**config.mk**
```make
export PLATFORM = sky130hd
export DESIGN_NAME = audit_record_line_parser_core
export DESIGN_NICKNAME = d
export VERILOG_FILES = /design/src/rtl/alp_pkg.sv /design/src/rtl/alp_parse.sv /design/src/rtl/alp_outq.sv /design/src/rtl/audit_record_line_parser_core.sv
export SDC_FILE = /design/constraint.sdc
export NUM_CORES = 1
export LEC_CHECK = 0
export ABC_CLOCK_PERIOD_IN_PS = 3600
export BUFFER_PORTS_ARGS = -buffer_cell sky130_fd_sc_hd__buf_2
export CAP_MARGIN = 20
export CORE_ASPECT_RATIO = 1.4
export CORE_MARGIN = 5
export CORE_UTILIZATION = 40
export CTS_CLUSTER_SIZE = 8
export DETAILED_ROUTE_END_ITERATION = 8
export GPL_ROUTABILITY_DRIVEN = 0
export GPL_TIMING_DRIVEN = 0
export PLACE_DENSITY = 0.67
export SYNTH_ARGS = -nofsm -noshare
export SYNTH_HDL_FRONTEND = slang
export SYNTH_SLANG_ARGS = --single-unit
```
**constraint.sdc**
```tcl
create_clock -name clk_i -period 3.6 [get_ports clk_i]
set_input_delay 0.18 -clock clk_i [delete_from_list [all_inputs] [get_ports clk_i]]
set_output_delay 0.18 -clock clk_i [all_outputs]
set_load 0.05 [all_outputs]
```
**src/rtl/alp_pkg.sv**
```systemverilog
`timescale 1ns / 1ps
// ----------------------------------------------------------------------------
// Audit record line parser package
// Shared types, codes and default limits for the line parser.
// ----------------------------------------------------------------------------
package alp_pkg;

  // Default part length limits (a part keeps at most limit - 1 characters)
  localparam int unsigned TYPE_LEN_MAX_DEF   = 32;
  localparam int unsigned PREFIX_LEN_MAX_DEF = 64;
  localparam int unsigned KEY_LEN_MAX_DEF    = 64;
  localparam int unsigned VALUE_LEN_MAX_DEF  = 256;
  localparam int unsigned FIELDS_MAX_DEF     = 64;

  // Result queue depth; a power of two so the pointers wrap naturally
  localparam int unsigned OUTQ_DEPTH = 4;

  localparam logic [7:0] CH_SPACE = 8'h20;
  localparam logic [7:0] CH_COLON = 8'h3a;
  localparam logic [7:0] CH_EQUAL = 8'h3d;
  localparam logic [7:0] CH_M     = 8'h6d;
  localparam logic [7:0] CH_NUL   = 8'h00;

  typedef enum logic [3:0] {
    MODE_HDR    = 4'd0,
    MODE_IGNORE = 4'd1,
    MODE_TYPE   = 4'd2,
    MODE_SEEK   = 4'd3,
    MODE_PREFIX = 4'd4,
    MODE_KSKIP  = 4'd5,
    MODE_KEY    = 4'd6,
    MODE_VALUE  = 4'd7,
    MODE_DONE   = 4'd8
  } alp_mode_e;

  typedef enum logic [2:0] {
    PART_TYPE    = 3'd0,
    PART_PREFIX  = 3'd1,
    PART_KEY     = 3'd2,
    PART_VALUE   = 3'd3,
    PART_REC_END = 3'd4
  } alp_part_e;

  typedef struct packed {
    alp_part_e  part;
    logic       has_char;
    logic [7:0] out_char;
    logic       part_end;
    logic       kept;
    logic [5:0] field_index;
    logic       record_valid;
    logic [6:0] field_total;
    logic       last;
  } alp_item_t;

  // "type=" header pattern
  function automatic logic [7:0] hdr_char(input logic [2:0] idx);
    logic [7:0] c;
    case (idx)
      3'd0:    c = 8'h74;
      3'd1:    c = 8'h79;
      3'd2:    c = 8'h70;
      3'd3:    c = 8'h65;
      3'd4:    c = CH_EQUAL;
      default: c = CH_NUL;
    endcase
    return c;
  endfunction

  // "msg=" search pattern
  function automatic logic [7:0] msg_char(input logic [2:0] idx);
    logic [7:0] c;
    case (idx)
      3'd0:    c = CH_M;
      3'd1:    c = 8'h73;
      3'd2:    c = 8'h67;
      3'd3:    c = CH_EQUAL;
      default: c = CH_NUL;
    endcase
    return c;
  endfunction

endpackage

```
**src/rtl/alp_parse.sv**
```systemverilog
`timescale 1ns / 1ps
// ----------------------------------------------------------------------------
// Line parser state machine
// Updates the parse state per accepted character and forms up to two beats.
// ----------------------------------------------------------------------------
module alp_parse #(
  parameter int unsigned TYPE_LEN_MAX   = alp_pkg::TYPE_LEN_MAX_DEF,
  parameter int unsigned PREFIX_LEN_MAX = alp_pkg::PREFIX_LEN_MAX_DEF,
  parameter int unsigned KEY_LEN_MAX    = alp_pkg::KEY_LEN_MAX_DEF,
  parameter int unsigned VALUE_LEN_MAX  = alp_pkg::VALUE_LEN_MAX_DEF,
  parameter int unsigned FIELDS_MAX     = alp_pkg::FIELDS_MAX_DEF
) (
  input  logic              clk_i,
  input  logic              rst_ni,
  input  logic              accept_i,
  input  logic              action_i,
  input  logic [7:0]        ch_i,
  output alp_pkg::alp_item_t item0_o,
  output alp_pkg::alp_item_t item1_o,
  output logic [1:0]        n_items_o
);

  localparam logic [8:0] TYPE_LIM   = 9'(TYPE_LEN_MAX - 1);
  localparam logic [8:0] PREFIX_LIM = 9'(PREFIX_LEN_MAX - 1);
  localparam logic [8:0] KEY_LIM    = 9'(KEY_LEN_MAX - 1);
  localparam logic [8:0] VALUE_LIM  = 9'(VALUE_LEN_MAX - 1);
  localparam logic [6:0] FIELDS_LIM = 7'(FIELDS_MAX);

  alp_pkg::alp_mode_e mode_q, mode_d;
  logic [2:0] match_q, match_d;
  logic [7:0] len_q, len_d;
  logic [6:0] fields_q, fields_d;
  logic       valid_q, valid_d;

  logic       eol;
  logic [8:0] lim;
  logic       room;
  logic [7:0] len_inc;
  logic [6:0] fields_inc;
  logic [5:0] fi;

  assign eol        = action_i | (ch_i == alp_pkg::CH_NUL);
  assign len_inc    = len_q + 8'd1;
  assign fields_inc = fields_q + 7'd1;
  assign fi         = fields_q[5:0];

  always_comb begin
    unique case (mode_q)
      alp_pkg::MODE_TYPE:                     lim = TYPE_LIM;
      alp_pkg::MODE_PREFIX:                   lim = PREFIX_LIM;
      alp_pkg::MODE_VALUE:                    lim = VALUE_LIM;
      default:                                lim = KEY_LIM;
    endcase
  end

  assign room = ({1'b0, len_q} < lim);

  // Next state
  always_comb begin
    mode_d   = mode_q;
    match_d  = match_q;
    len_d    = len_q;
    fields_d = fields_q;
    valid_d  = valid_q;
    if (accept_i) begin
      if (eol) begin
        mode_d   = alp_pkg::MODE_HDR;
        match_d  = 3'd0;
        len_d    = 8'd0;
        fields_d = 7'd0;
        valid_d  = 1'b0;
      end else begin
        unique case (mode_q)
          alp_pkg::MODE_HDR: begin
            if (ch_i == alp_pkg::hdr_char(match_q)) begin
              if (match_q == 3'd4) begin
                mode_d  = alp_pkg::MODE_TYPE;
                match_d = 3'd0;
                len_d   = 8'd0;
              end else begin
                match_d = match_q + 3'd1;
              end
            end else begin
              mode_d  = alp_pkg::MODE_IGNORE;
              match_d = 3'd0;
            end
          end
          alp_pkg::MODE_TYPE: begin
            if (ch_i == alp_pkg::CH_SPACE) begin
              mode_d  = alp_pkg::MODE_SEEK;
              match_d = 3'd0;
              len_d   = 8'd0;
            end else if (room) begin
              len_d = len_inc;
            end
          end
          alp_pkg::MODE_SEEK: begin
            if (ch_i == alp_pkg::msg_char(match_q)) begin
              if (match_q == 3'd3) begin
                mode_d  = alp_pkg::MODE_PREFIX;
                match_d = 3'd0;
                len_d   = 8'd0;
              end else begin
                match_d = match_q + 3'd1;
              end
            end else begin
              match_d = (ch_i == alp_pkg::CH_M) ? 3'd1 : 3'd0;
            end
          end
          alp_pkg::MODE_PREFIX: begin
            if (ch_i == alp_pkg::CH_COLON) begin
              valid_d = 1'b1;
              len_d   = 8'd0;
              mode_d  = (fields_q >= FIELDS_LIM) ? alp_pkg::MODE_DONE
                                                 : alp_pkg::MODE_KSKIP;
            end else if (room) begin
              len_d = len_inc;
            end
          end
          alp_pkg::MODE_KSKIP: begin
            if (ch_i == alp_pkg::CH_EQUAL) begin
              len_d  = 8'd0;
              mode_d = alp_pkg::MODE_VALUE;
            end else if (ch_i != alp_pkg::CH_SPACE) begin
              // first key character always fits (limit is at least two)
              len_d  = 8'd1;
              mode_d = alp_pkg::MODE_KEY;
            end
          end
          alp_pkg::MODE_KEY: begin
            if (ch_i == alp_pkg::CH_EQUAL) begin
              mode_d = alp_pkg::MODE_VALUE;
              len_d  = 8'd0;
            end else if (room) begin
              len_d = len_inc;
            end
          end
          alp_pkg::MODE_VALUE: begin
            if (ch_i == alp_pkg::CH_SPACE) begin
              fields_d = fields_inc;
              len_d    = 8'd0;
              mode_d   = (fields_inc >= FIELDS_LIM) ? alp_pkg::MODE_DONE
                                                    : alp_pkg::MODE_KSKIP;
            end else if (room) begin
              len_d = len_inc;
            end
          end
          default: ;
        endcase
      end
    end
  end

  // Result beats
  always_comb begin
    item0_o   = '0;
    item1_o   = '0;
    n_items_o = 2'd0;
    if (eol) begin
      item1_o.part         = alp_pkg::PART_REC_END;
      item1_o.record_valid = valid_q;
      item1_o.field_total  = (mode_q == alp_pkg::MODE_VALUE) ? fields_inc : fields_q;
      item1_o.last         = 1'b1;
      n_items_o            = 2'd2;
      item0_o.part_end     = 1'b1;
      unique case (mode_q)
        alp_pkg::MODE_TYPE:   item0_o.part = alp_pkg::PART_TYPE;
        alp_pkg::MODE_PREFIX: item0_o.part = alp_pkg::PART_PREFIX;
        alp_pkg::MODE_KEY: begin
          item0_o.part        = alp_pkg::PART_KEY;
          item0_o.field_index = fi;
        end
        alp_pkg::MODE_VALUE: begin
          item0_o.part        = alp_pkg::PART_VALUE;
          item0_o.field_index = fi;
          item0_o.kept        = 1'b1;
        end
        default: begin
          // no open part: the record end is the only beat
          item0_o   = item1_o;
          n_items_o = 2'd1;
        end
      endcase
    end else begin
      item0_o.last = 1'b1;
      unique case (mode_q) inside
        alp_pkg::MODE_TYPE: begin
          item0_o.part = alp_pkg::PART_TYPE;
          if (ch_i == alp_pkg::CH_SPACE) begin
            item0_o.part_end = 1'b1;
            item0_o.kept     = 1'b1;
            n_items_o        = 2'd1;
          end else if (room) begin
            item0_o.has_char = 1'b1;
            item0_o.out_char = ch_i;
            n_items_o        = 2'd1;
          end
        end
        alp_pkg::MODE_PREFIX: begin
          item0_o.part = alp_pkg::PART_PREFIX;
          if (room) begin
            item0_o.has_char = 1'b1;
            item0_o.out_char = ch_i;
            n_items_o        = 2'd1;
          end
          if (ch_i == alp_pkg::CH_COLON) begin
            item0_o.part_end = 1'b1;
            item0_o.kept     = 1'b1;
            n_items_o        = 2'd1;
          end
        end
        alp_pkg::MODE_KSKIP, alp_pkg::MODE_KEY: begin
          item0_o.part        = alp_pkg::PART_KEY;
          item0_o.field_index = fi;
          if (ch_i == alp_pkg::CH_EQUAL) begin
            item0_o.part_end = 1'b1;
            item0_o.kept     = 1'b1;
            n_items_o        = 2'd1;
          end else if (mode_q == alp_pkg::MODE_KSKIP) begin
            if (ch_i != alp_pkg::CH_SPACE) begin
              item0_o.has_char = 1'b1;
              item0_o.out_char = ch_i;
              n_items_o        = 2'd1;
            end
          end else if (room) begin
            item0_o.has_char = 1'b1;
            item0_o.out_char = ch_i;
            n_items_o        = 2'd1;
          end
        end
        alp_pkg::MODE_VALUE: begin
          item0_o.part        = alp_pkg::PART_VALUE;
          item0_o.field_index = fi;
          if (ch_i == alp_pkg::CH_SPACE) begin
            item0_o.part_end = 1'b1;
            item0_o.kept     = 1'b1;
            n_items_o        = 2'd1;
          end else if (room) begin
            item0_o.has_char = 1'b1;
            item0_o.out_char = ch_i;
            n_items_o        = 2'd1;
          end
        end
        default: ;
      endcase
    end
  end

  always_ff @(posedge clk_i or negedge rst_ni) begin
    if (!rst_ni) begin
      mode_q   <= alp_pkg::MODE_HDR;
      match_q  <= 3'd0;
      len_q    <= 8'd0;
      fields_q <= 7'd0;
      valid_q  <= 1'b0;
    end else begin
      mode_q   <= mode_d;
      match_q  <= match_d;
      len_q    <= len_d;
      fields_q <= fields_d;
      valid_q  <= valid_d;
    end
  end

endmodule

```
**src/rtl/alp_outq.sv**
```systemverilog
`timescale 1ns / 1ps
// ----------------------------------------------------------------------------
// Result queue
// Small register queue: in up to two beats per cycle, out one unless stalled.
// ----------------------------------------------------------------------------
module alp_outq (
  input  logic               clk_i,
  input  logic               rst_ni,
  input  logic               push_i,
  input  alp_pkg::alp_item_t item0_i,
  input  alp_pkg::alp_item_t item1_i,
  input  logic [1:0]         n_items_i,
  output logic               full_o,
  output logic               out_valid_o,
  input  logic               out_stall_i,
  output alp_pkg::alp_item_t item_o
);

  localparam int unsigned DEPTH = alp_pkg::OUTQ_DEPTH;
  localparam int unsigned PTR_W = $clog2(DEPTH);
  localparam int unsigned CNT_W = $clog2(DEPTH + 1);

  alp_pkg::alp_item_t mem_q [DEPTH];
  logic [PTR_W-1:0] wr_ptr_q, wr_ptr_d, rd_ptr_q, rd_ptr_d, wr_ptr_nx;
  logic [CNT_W-1:0] cnt_q, cnt_d, n_push;
  logic             pop;

  assign pop         = out_valid_o & ~out_stall_i;
  assign n_push      = push_i ? CNT_W'(n_items_i) : '0;
  assign wr_ptr_nx   = wr_ptr_q + PTR_W'(1);
  assign wr_ptr_d    = wr_ptr_q + PTR_W'(n_push);
  assign rd_ptr_d    = rd_ptr_q + PTR_W'(pop);
  assign cnt_d       = cnt_q + n_push - CNT_W'(pop);
  assign out_valid_o = (cnt_q != '0);
  // room for two beats is always kept before the next character is taken
  assign full_o      = (cnt_q > CNT_W'(DEPTH - 2));
  assign item_o      = mem_q[rd_ptr_q];

  always_ff @(posedge clk_i) begin
    if (push_i && (n_items_i != 2'd0)) begin
      mem_q[wr_ptr_q] <= item0_i;
    end
    if (push_i && (n_items_i == 2'd2)) begin
      mem_q[wr_ptr_nx] <= item1_i;
    end
  end

  always_ff @(posedge clk_i or negedge rst_ni) begin
    if (!rst_ni) begin
      wr_ptr_q <= '0;
      rd_ptr_q <= '0;
      cnt_q    <= '0;
    end else begin
      wr_ptr_q <= wr_ptr_d;
      rd_ptr_q <= rd_ptr_d;
      cnt_q    <= cnt_d;
    end
  end

endmodule

```
**src/rtl/audit_record_line_parser_core.sv**
```systemverilog
`timescale 1ns / 1ps
// ----------------------------------------------------------------------------
// Audit record line parser core
// Splits an audit log line, one character per beat, into type, prefix and
// key/value parts, with a record-end beat per line.
// ----------------------------------------------------------------------------
//
//  channel | direction | handshake                 | payload
//  --------+-----------+---------------------------+---------------------------
//  in      | sink      | in_valid_i / in_stall_o   | action_i, ch_i
//  out     | source    | out_valid_o / out_stall_i | part_o .. last_o
//
//  One character beat is taken per cycle while in_stall_o is low; the parse
//  state and its result beats are registered at the same edge, the beats into
//  a four-entry queue. A character gives zero or one beat; an end of line
//  inside an open part gives two, which the queue hands out in order.
//  in_stall_o rises only when fewer than two queue slots are free, so a slow
//  sink backs up into the input without losing beats.
//  Reset (rst_ni low, asynchronous) returns the parser to header matching
//  and empties the queue.
//
module audit_record_line_parser_core #(
  parameter int unsigned TYPE_LEN_MAX   = alp_pkg::TYPE_LEN_MAX_DEF,
  parameter int unsigned PREFIX_LEN_MAX = alp_pkg::PREFIX_LEN_MAX_DEF,
  parameter int unsigned KEY_LEN_MAX    = alp_pkg::KEY_LEN_MAX_DEF,
  parameter int unsigned VALUE_LEN_MAX  = alp_pkg::VALUE_LEN_MAX_DEF,
  parameter int unsigned FIELDS_MAX     = alp_pkg::FIELDS_MAX_DEF
) (
  input  logic       clk_i,
  input  logic       rst_ni,
  // character input
  input  logic       in_valid_i,
  output logic       in_stall_o,
  input  logic       action_i,
  input  logic [7:0] ch_i,
  // result output
  output logic       out_valid_o,
  input  logic       out_stall_i,
  output logic [2:0] part_o,
  output logic       has_char_o,
  output logic [7:0] out_char_o,
  output logic       part_end_o,
  output logic       kept_o,
  output logic [5:0] field_index_o,
  output logic       record_valid_o,
  output logic [6:0] field_total_o,
  output logic       last_o
);

  alp_pkg::alp_item_t item0, item1, item_out;
  logic [1:0]         n_items;
  logic               accept;
  logic               q_full;

  // a character is consumed only when the queue can hold its worst case
  assign in_stall_o = q_full;
  assign accept     = in_valid_i & ~q_full;

  alp_parse #(
    .TYPE_LEN_MAX  (TYPE_LEN_MAX),
    .PREFIX_LEN_MAX(PREFIX_LEN_MAX),
    .KEY_LEN_MAX   (KEY_LEN_MAX),
    .VALUE_LEN_MAX (VALUE_LEN_MAX),
    .FIELDS_MAX    (FIELDS_MAX)
  ) u_parse (
    .clk_i    (clk_i),
    .rst_ni   (rst_ni),
    .accept_i (accept),
    .action_i (action_i),
    .ch_i     (ch_i),
    .item0_o  (item0),
    .item1_o  (item1),
    .n_items_o(n_items)
  );

  alp_outq u_outq (
    .clk_i      (clk_i),
    .rst_ni     (rst_ni),
    .push_i     (accept),
    .item0_i    (item0),
    .item1_i    (item1),
    .n_items_i  (n_items),
    .full_o     (q_full),
    .out_valid_o(out_valid_o),
    .out_stall_i(out_stall_i),
    .item_o     (item_out)
  );

  assign part_o         = item_out.part;
  assign has_char_o     = item_out.has_char;
  assign out_char_o     = item_out.out_char;
  assign part_end_o     = item_out.part_end;
  assign kept_o         = item_out.kept;
  assign field_index_o  = item_out.field_index;
  assign record_valid_o = item_out.record_valid;
  assign field_total_o  = item_out.field_total;
  assign last_o         = item_out.last;

endmodule

```
Word-level counts from Yosys, hierarchy flattened
Memories as Yosys holds them, arrays and structs flattened.
Index checks and enable logic that the tools add are counted.
{ "classes": {"reduce_logical": 24, "muxes": 84, "div_mod_pow": 0, "add_sub_neg": 8, "shift": 0, "n_eq_ne": 28, "multipliers": 0, "order_cmp": 4, "n_bitwise": 5} }
{ "op_table": {"columns": ["op", "count"], "rows": [
  ["8-bit two-way mux", 18],
  ["9-bit two-way mux", 7],
  ["4-bit two-way mux", 13],
  ["13-bit case mux with 4 select lines", 1],
  ["8-bit case mux with 6 select lines", 1],
  ["7-bit case mux with 5 select lines", 1],
  ["7-bit two-way mux", 4],
  ["4-bit case mux with 7 select lines", 1],
  ["7-bit case mux with 4 select lines", 1],
  ["8-bit by 6-bit equality test with 1-bit output, second input constant", 3],
  ["3-bit two-way mux", 7],
  ["20-bit two-way mux", 1],
  ["3-bit by 1-bit inequality test with 1-bit output, second input constant", 6],
  ["4-bit by 3-bit equality test with 1-bit output, second input constant", 4],
  ["8-bit equality test", 2],
  ["1-bit two-way mux", 16],
  ["8-bit case mux with 2 select lines", 1],
  ["7-bit greater-or-equal comparator, second input constant", 2],
  ["2-bit two-way mux", 7],
  ["6-bit two-way mux", 2],
  ["3-bit case mux with 4 select lines", 1],
  ["10-bit AND reduction", 1],
  ["2-bit nonzero test", 5],
  ["3-bit case mux with 3 select lines", 1],
  ["37 further kinds", 47]
]} }
{ "totals": {"romBits": 0, "inputBits": 13, "ramBits": 116, "reg_bits": 30, "latch_bits": 0, "n_memories": 1, "elab_cells": 162, "out_inout_bits": 31} }
{ "memory_table": {"columns": ["name", "depth", "width", "read_ports", "rd_ports_with_merged_regs", "write_ports", "line_no", "text"], "rows": [
  ["u_outq.mem_q", 4, 29, 1, 0, 2, "alp_outq.sv:23", "alp_pkg::alp_item_t mem_q [DEPTH];"]
]} }

Depth between registers and ports, before layout
{ "depth": {"ltp_word": 12, "ltp_mapped": 18, "depth_no_buf": 15} }

Modules after synthesis
From an unflattened synthesis, not the netlist that was laid out.
{ "hier_totals": {"hier_cells": 723, "hier_area_um2": 8902.3} }
{ "modules_own_cells": {"columns": ["mod", "seq_area_each_um2", "instances", "area_per_inst_um2", "cells_each"], "rows": [
  ["alp_outq", 3658.5, 1, 6044.5, 326],
  ["alp_parse", 575.6, 1, 2844.0, 396],
  ["audit_record_line_parser_core", 0.0, 1, 13.8, 1]
]} }

Worst setup path before layout
OpenSTA, ideal clock, no wires.
{ "synth_path": {"path_kind": "reg-to-reg", "from": "register u_parse.mode_q[0]", "to": "register u_outq.cnt_q[2]", "required_time_ns": 3.477, "synth_period_minus_slack_ns": 3.915, "n_path_buf": 3, "path_stages_with_launch": 19, "setup_slack_ns": -0.315, "setup_ns": 0.123, "t_arrival_ns": 3.793, "cell_sequence": "dfrtp_1 > buf_2 > clkbuf_1 > nand2_1 > nor2_1 > clkinv_1 > ha_1 > or2_2 > a311oi_1 > or2_1 > clkbuf_1 > o311a_1 > nor2_1 > nor2_1 > ha_1 > inv_1 > fa_1 > xor2_1 > xnor2_1"} }
{ "synth_via": {"elab_chain_len": 11, "elab_cells_between_ends": 21, "cone_classes": "add/sub: 2; order compare: 1; eq/ne: 5; mux: 10; reduce/logical: 3"} }
{ "synth_lines": {"columns": ["item", "line_no", "text"], "rows": [
  ["start, declared", "alp_parse.sv:29", "alp_pkg::alp_mode_e mode_q, mode_d;"],
  ["start signal, assigned", "alp_parse.sv:251", "mode_q <= alp_pkg::MODE_HDR;"],
  ["start signal, assigned", "alp_parse.sv:257", "mode_q <= mode_d;"],
  ["4-bit by 3-bit equality test with 1-bit output / 4-bit by 2-bit equality test with 1-bit output (equally long branches)", "alp_parse.sv:48, alp_parse.sv:166", null],
  ["8-bit case mux with 2 select lines", "alp_parse.sv:48", "unique case (mode_q)"],
  ["8-bit less-than comparator", "alp_parse.sv:56", "assign room = ({1'b0, len_q} < lim);"],
  ["1-bit two-way mux", null, null],
  ["1-bit two-way mux", "alp_parse.sv:219", "end else if (mode_q == alp_pkg::MODE_KSKIP) begin"],
  ["2-bit two-way mux", "alp_parse.sv:215", "if (ch_i == alp_pkg::CH_EQUAL) begin"],
  ["2-bit case mux with 3 select lines", "alp_parse.sv:186", "unique case (mode_q) inside"],
  ["2-bit two-way mux (*)", "alp_parse.sv:159", "if (eol) begin"],
  ["2-bit two-way mux (*)", "alp_outq.sv:29", "assign n_push = push_i ? CNT_W'(n_items_i) : '0;"],
  ["3-bit adder (*)", "alp_outq.sv:33", "assign cnt_d = cnt_q + n_push - CNT_W'(pop);"],
  ["3-bit by 1-bit subtractor with 3-bit output (*)", "alp_outq.sv:33", null],
  ["net u_outq.cnt_d[2]", "alp_outq.sv:25", "logic [CNT_W-1:0] cnt_q, cnt_d, n_push;"],
  ["end signal, assigned", "alp_outq.sv:56", "cnt_q <= cnt_d;"],
  ["end, declared", "alp_outq.sv:25", null]
]} }
The timed path passes the listed nets; every way through them passes the cells marked *.
A chain may end at the register's enable or synchronous reset.

Worst setup path in the final report
{ "layout_path": {"from": "register u_parse.mode_q[1]", "to": "register u_outq.cnt_q[2]"} }
The elaborated chain is that of the path after synthesis.

==> qor.txt <==
R2R depth = 18
Largest net degree at the start of global routing = 31
Worst setup path start = u_parse.mode_q[1]$_DFFE_PN0P_
Reg-to-reg startpoint = u_parse.mode_q[1]$_DFFE_PN0P_
Std cell rows = 59
Initial drt markers = 613
First-pass detailed-route iteration total = 5
Worst skew pair latency = 430 ps
Max-Cap Viols = 0
Hold depth = 3
Hold Path End = u_outq.mem_q[0][24]$_SDFFE_PP0P_
H-tree depth = 4
Post-synthesis cell count = 782
Max Fclk = 0.285 GHz
Fin area = 8970 um2
Avg Inst Size Synth = 9.75 um2
Layout cell share with drive strength beyond 1 = 21.5%
Final Power = 5.73 mW
Clock-pin slew on the worst setup and hold paths = 70 ps
Setup-failing EPs final = 0
R2R Path End = u_outq.cnt_q[2]$_DFF_PN0_
Die Y = 173 um
Leak = 3.28 nW
P&R area growth vs syn = 17.6%
Synth unique cells = 80
Final Skew = 14.0 ps
Global Route Usage Sum = 19.2%
DRT Wirelength = 21.0 mm
Die area = 22,000 um2
Sink Count = 146
Worst-case clock buffer depth = 2
FF-to-FF setup slack = 90 ps
Clk root buf = clkbuf_16
Final TNS setup = 0 ps
Syn nets = 813
Type of element capturing the critical path = flip-flop
Worst min path class = in2reg
Post-synthesis sequential area ratio = 45.6%
Fin crit share = 97.5%
Crit-path max FO = 10
Critical path type = reg2reg
Worst-Margin Slew = 850 ps
Power density cells = 640 nW/um2
First-pass GRT wire length = 33.9 mm
RSZ-0062 raised after global routing = true
EDFF count, synth = 40
Total gr overflow = 0
Worst IR Drop VDD = 0.340 mV
Port bufs = 38
Nets = 883
Synth async-reset ratio = 20.5%
Avg WL per Cell = 19.0 um
Status = finished clean
Worst slew margin = 43.3%
DP Wirelength = 14.7 mm
DRT antenna net count = 0
Drt via density = 5.79
Horiz. Die Dim = 127 um
CTS Buf Count = 17
Area after DPL = 8140 um2
Synth Warn # = 0
Crit path DAT = 3810 ps
Hold path start = ch_i[7]
DRC = 0
Core area = 18,700 um2
DP Cell Count = 1,064
Setup crit start kind = flip-flop
Prevailing post-synth register cell = dfxtp_1
Fin cells = 1,109
Required time of the critical path = 3900 ps
N_diodes = 0
Area of the mapped netlist = 7620 um2
Initial antenna violation count = 0
Vias in the first global route = 6,362
Final hold violation count = 0
CTS tree = built
# IOs = 44
DR vias = 6,423
Max-slew violations = 0
Initial core utilization = 40.8%
Min cycle time layout = 3510 ps
Flops & latches, synth = 146
## power by group
part           total (mW)  internal (mW)  switching (mW)
clock network        1.85           1.05           0.801
logic                1.89          0.655            1.24
registers            1.99           1.89           0.103
total                5.73           3.59            2.14
## layer usage
layer	GRT usage [%]	wire length, um	part of all wire, %
met1	22.1	8160	39
met2	35.2	11300	54
met3	3.24	954	4.5
met4	6.89	598	2.8
met5	0	0	0
## how the worst max path moves through the flow
stage	endpoint	slack, ps
final	u_outq.cnt_q[2]$_DFF_PN0_	90
after global placement	u_outq.cnt_q[2]$_DFF_PN0_	-720
after floorplan	u_outq.cnt_q[2]$_DFF_PN0_	80
after CTS	u_outq.cnt_q[2]$_DFF_PN0_	-120
after global routing	u_outq.cnt_q[2]$_DFF_PN0_	-100
after detailed placement	u_outq.cnt_q[2]$_DFF_PN0_	-750
## per-stage QoR
stage	util [%]	hold slack [ps]	worst slack (ps)
3_5_place_dp	43.6	289	-745
2_1_floorplan	-	-116	76.4
5_1_grt	48.0	185	-97.0
3_3_place_gp	43.6	287	-724
6_report	48.0	168	89.6
4_1_cts	47.2	154	-115
## cell usage in the layout (no fill, tap or decap), drive strengths merged, types with 29 or more instances in the layout
master  count
nand3      91
o21ai      90
buf        78
dfxtp      76
nor2       71
clkbuf     51
nand2      50
edfxtp     40
inv        37
dfrtp      30
mux4       29
## critical path, cell delays in order, from the launching register on
cell and delay (ps):
dfrtp_1 410, buf_6 150, buf_6 150, nand2_2 90, nor2_4 130, clkinv_4 100, ha_1 210, or2_2 310
a311oi_2 270, buf_4 160, o41ai_2 90, a21oi_4 260, nor2_1 80, nor2_2 170, ha_1 160, inv_1 50
fa_2 340, xor2_2 150, xnor2_1 120
## repair_timing
action / in CTS / in global routing
pin swaps: 2 / 6
endpoints found under the setup margin: 132 / 48
buffers inserted: 1 / 10
hold buffers: 1 / 0
resized for setup: 14 / 24
endpoints found under the hold margin: 30 / 0
## registers in the layout (all words and copies together), names as in the netlist
signal and flops:
u_parse.valid_q 1, u_outq.wr_ptr_q 2, u_parse.match_q 3, u_parse.mode_q 4, u_outq.cnt_q 3, u_parse.fields_q 7, u_outq.rd_ptr_q 2, u_parse.len_q 8
u_outq.mem_q 116
## logic make-up after synthesis
logic type,after synthesis,share of synthesized area [%]
adder cells (fa/ha/maj),18,3.05
multiplexers,37,9.70
AND/OR/NAND/NOR,292,19.5
buffers and inverters,89,5.02
XOR/XNOR,21,2.41
flip-flops,146,45.6
AO/OA/AOI/OAI,179,14.8
## final cells by class
class	instances	area (um2)
well taps	244	305
clock buffers	19	464
fillers	1734	9710
clock inverters	13	151
multi-input cells	547	3850
plain buffers	60	320
flip-flops and latches	146	3470
inverters	29	114
repair buffers	51	288
## cells in the mapped netlist, types with 7 or more instances
library cell  instances  area (um2)
nand3_1              91         455
o21ai_0              85         425
dfxtp_1              76        1520
nor2_1               71         267
nand2_1              49         184
edfxtp_1             40        1200
clkbuf_1             30         113
dfrtp_1              30         751
mux4_2               29         653
inv_1                28         105
buf_2                22         110
o31ai_1              22         165
a21oi_1              18        90.1
ha_1                 17         213
nor3_1               14        70.1
xnor2_1              14         123
nor2b_1              12        75.1
and3_1                7        43.8
xor2_1                7        61.3
(Power assumes the default switching activity.)
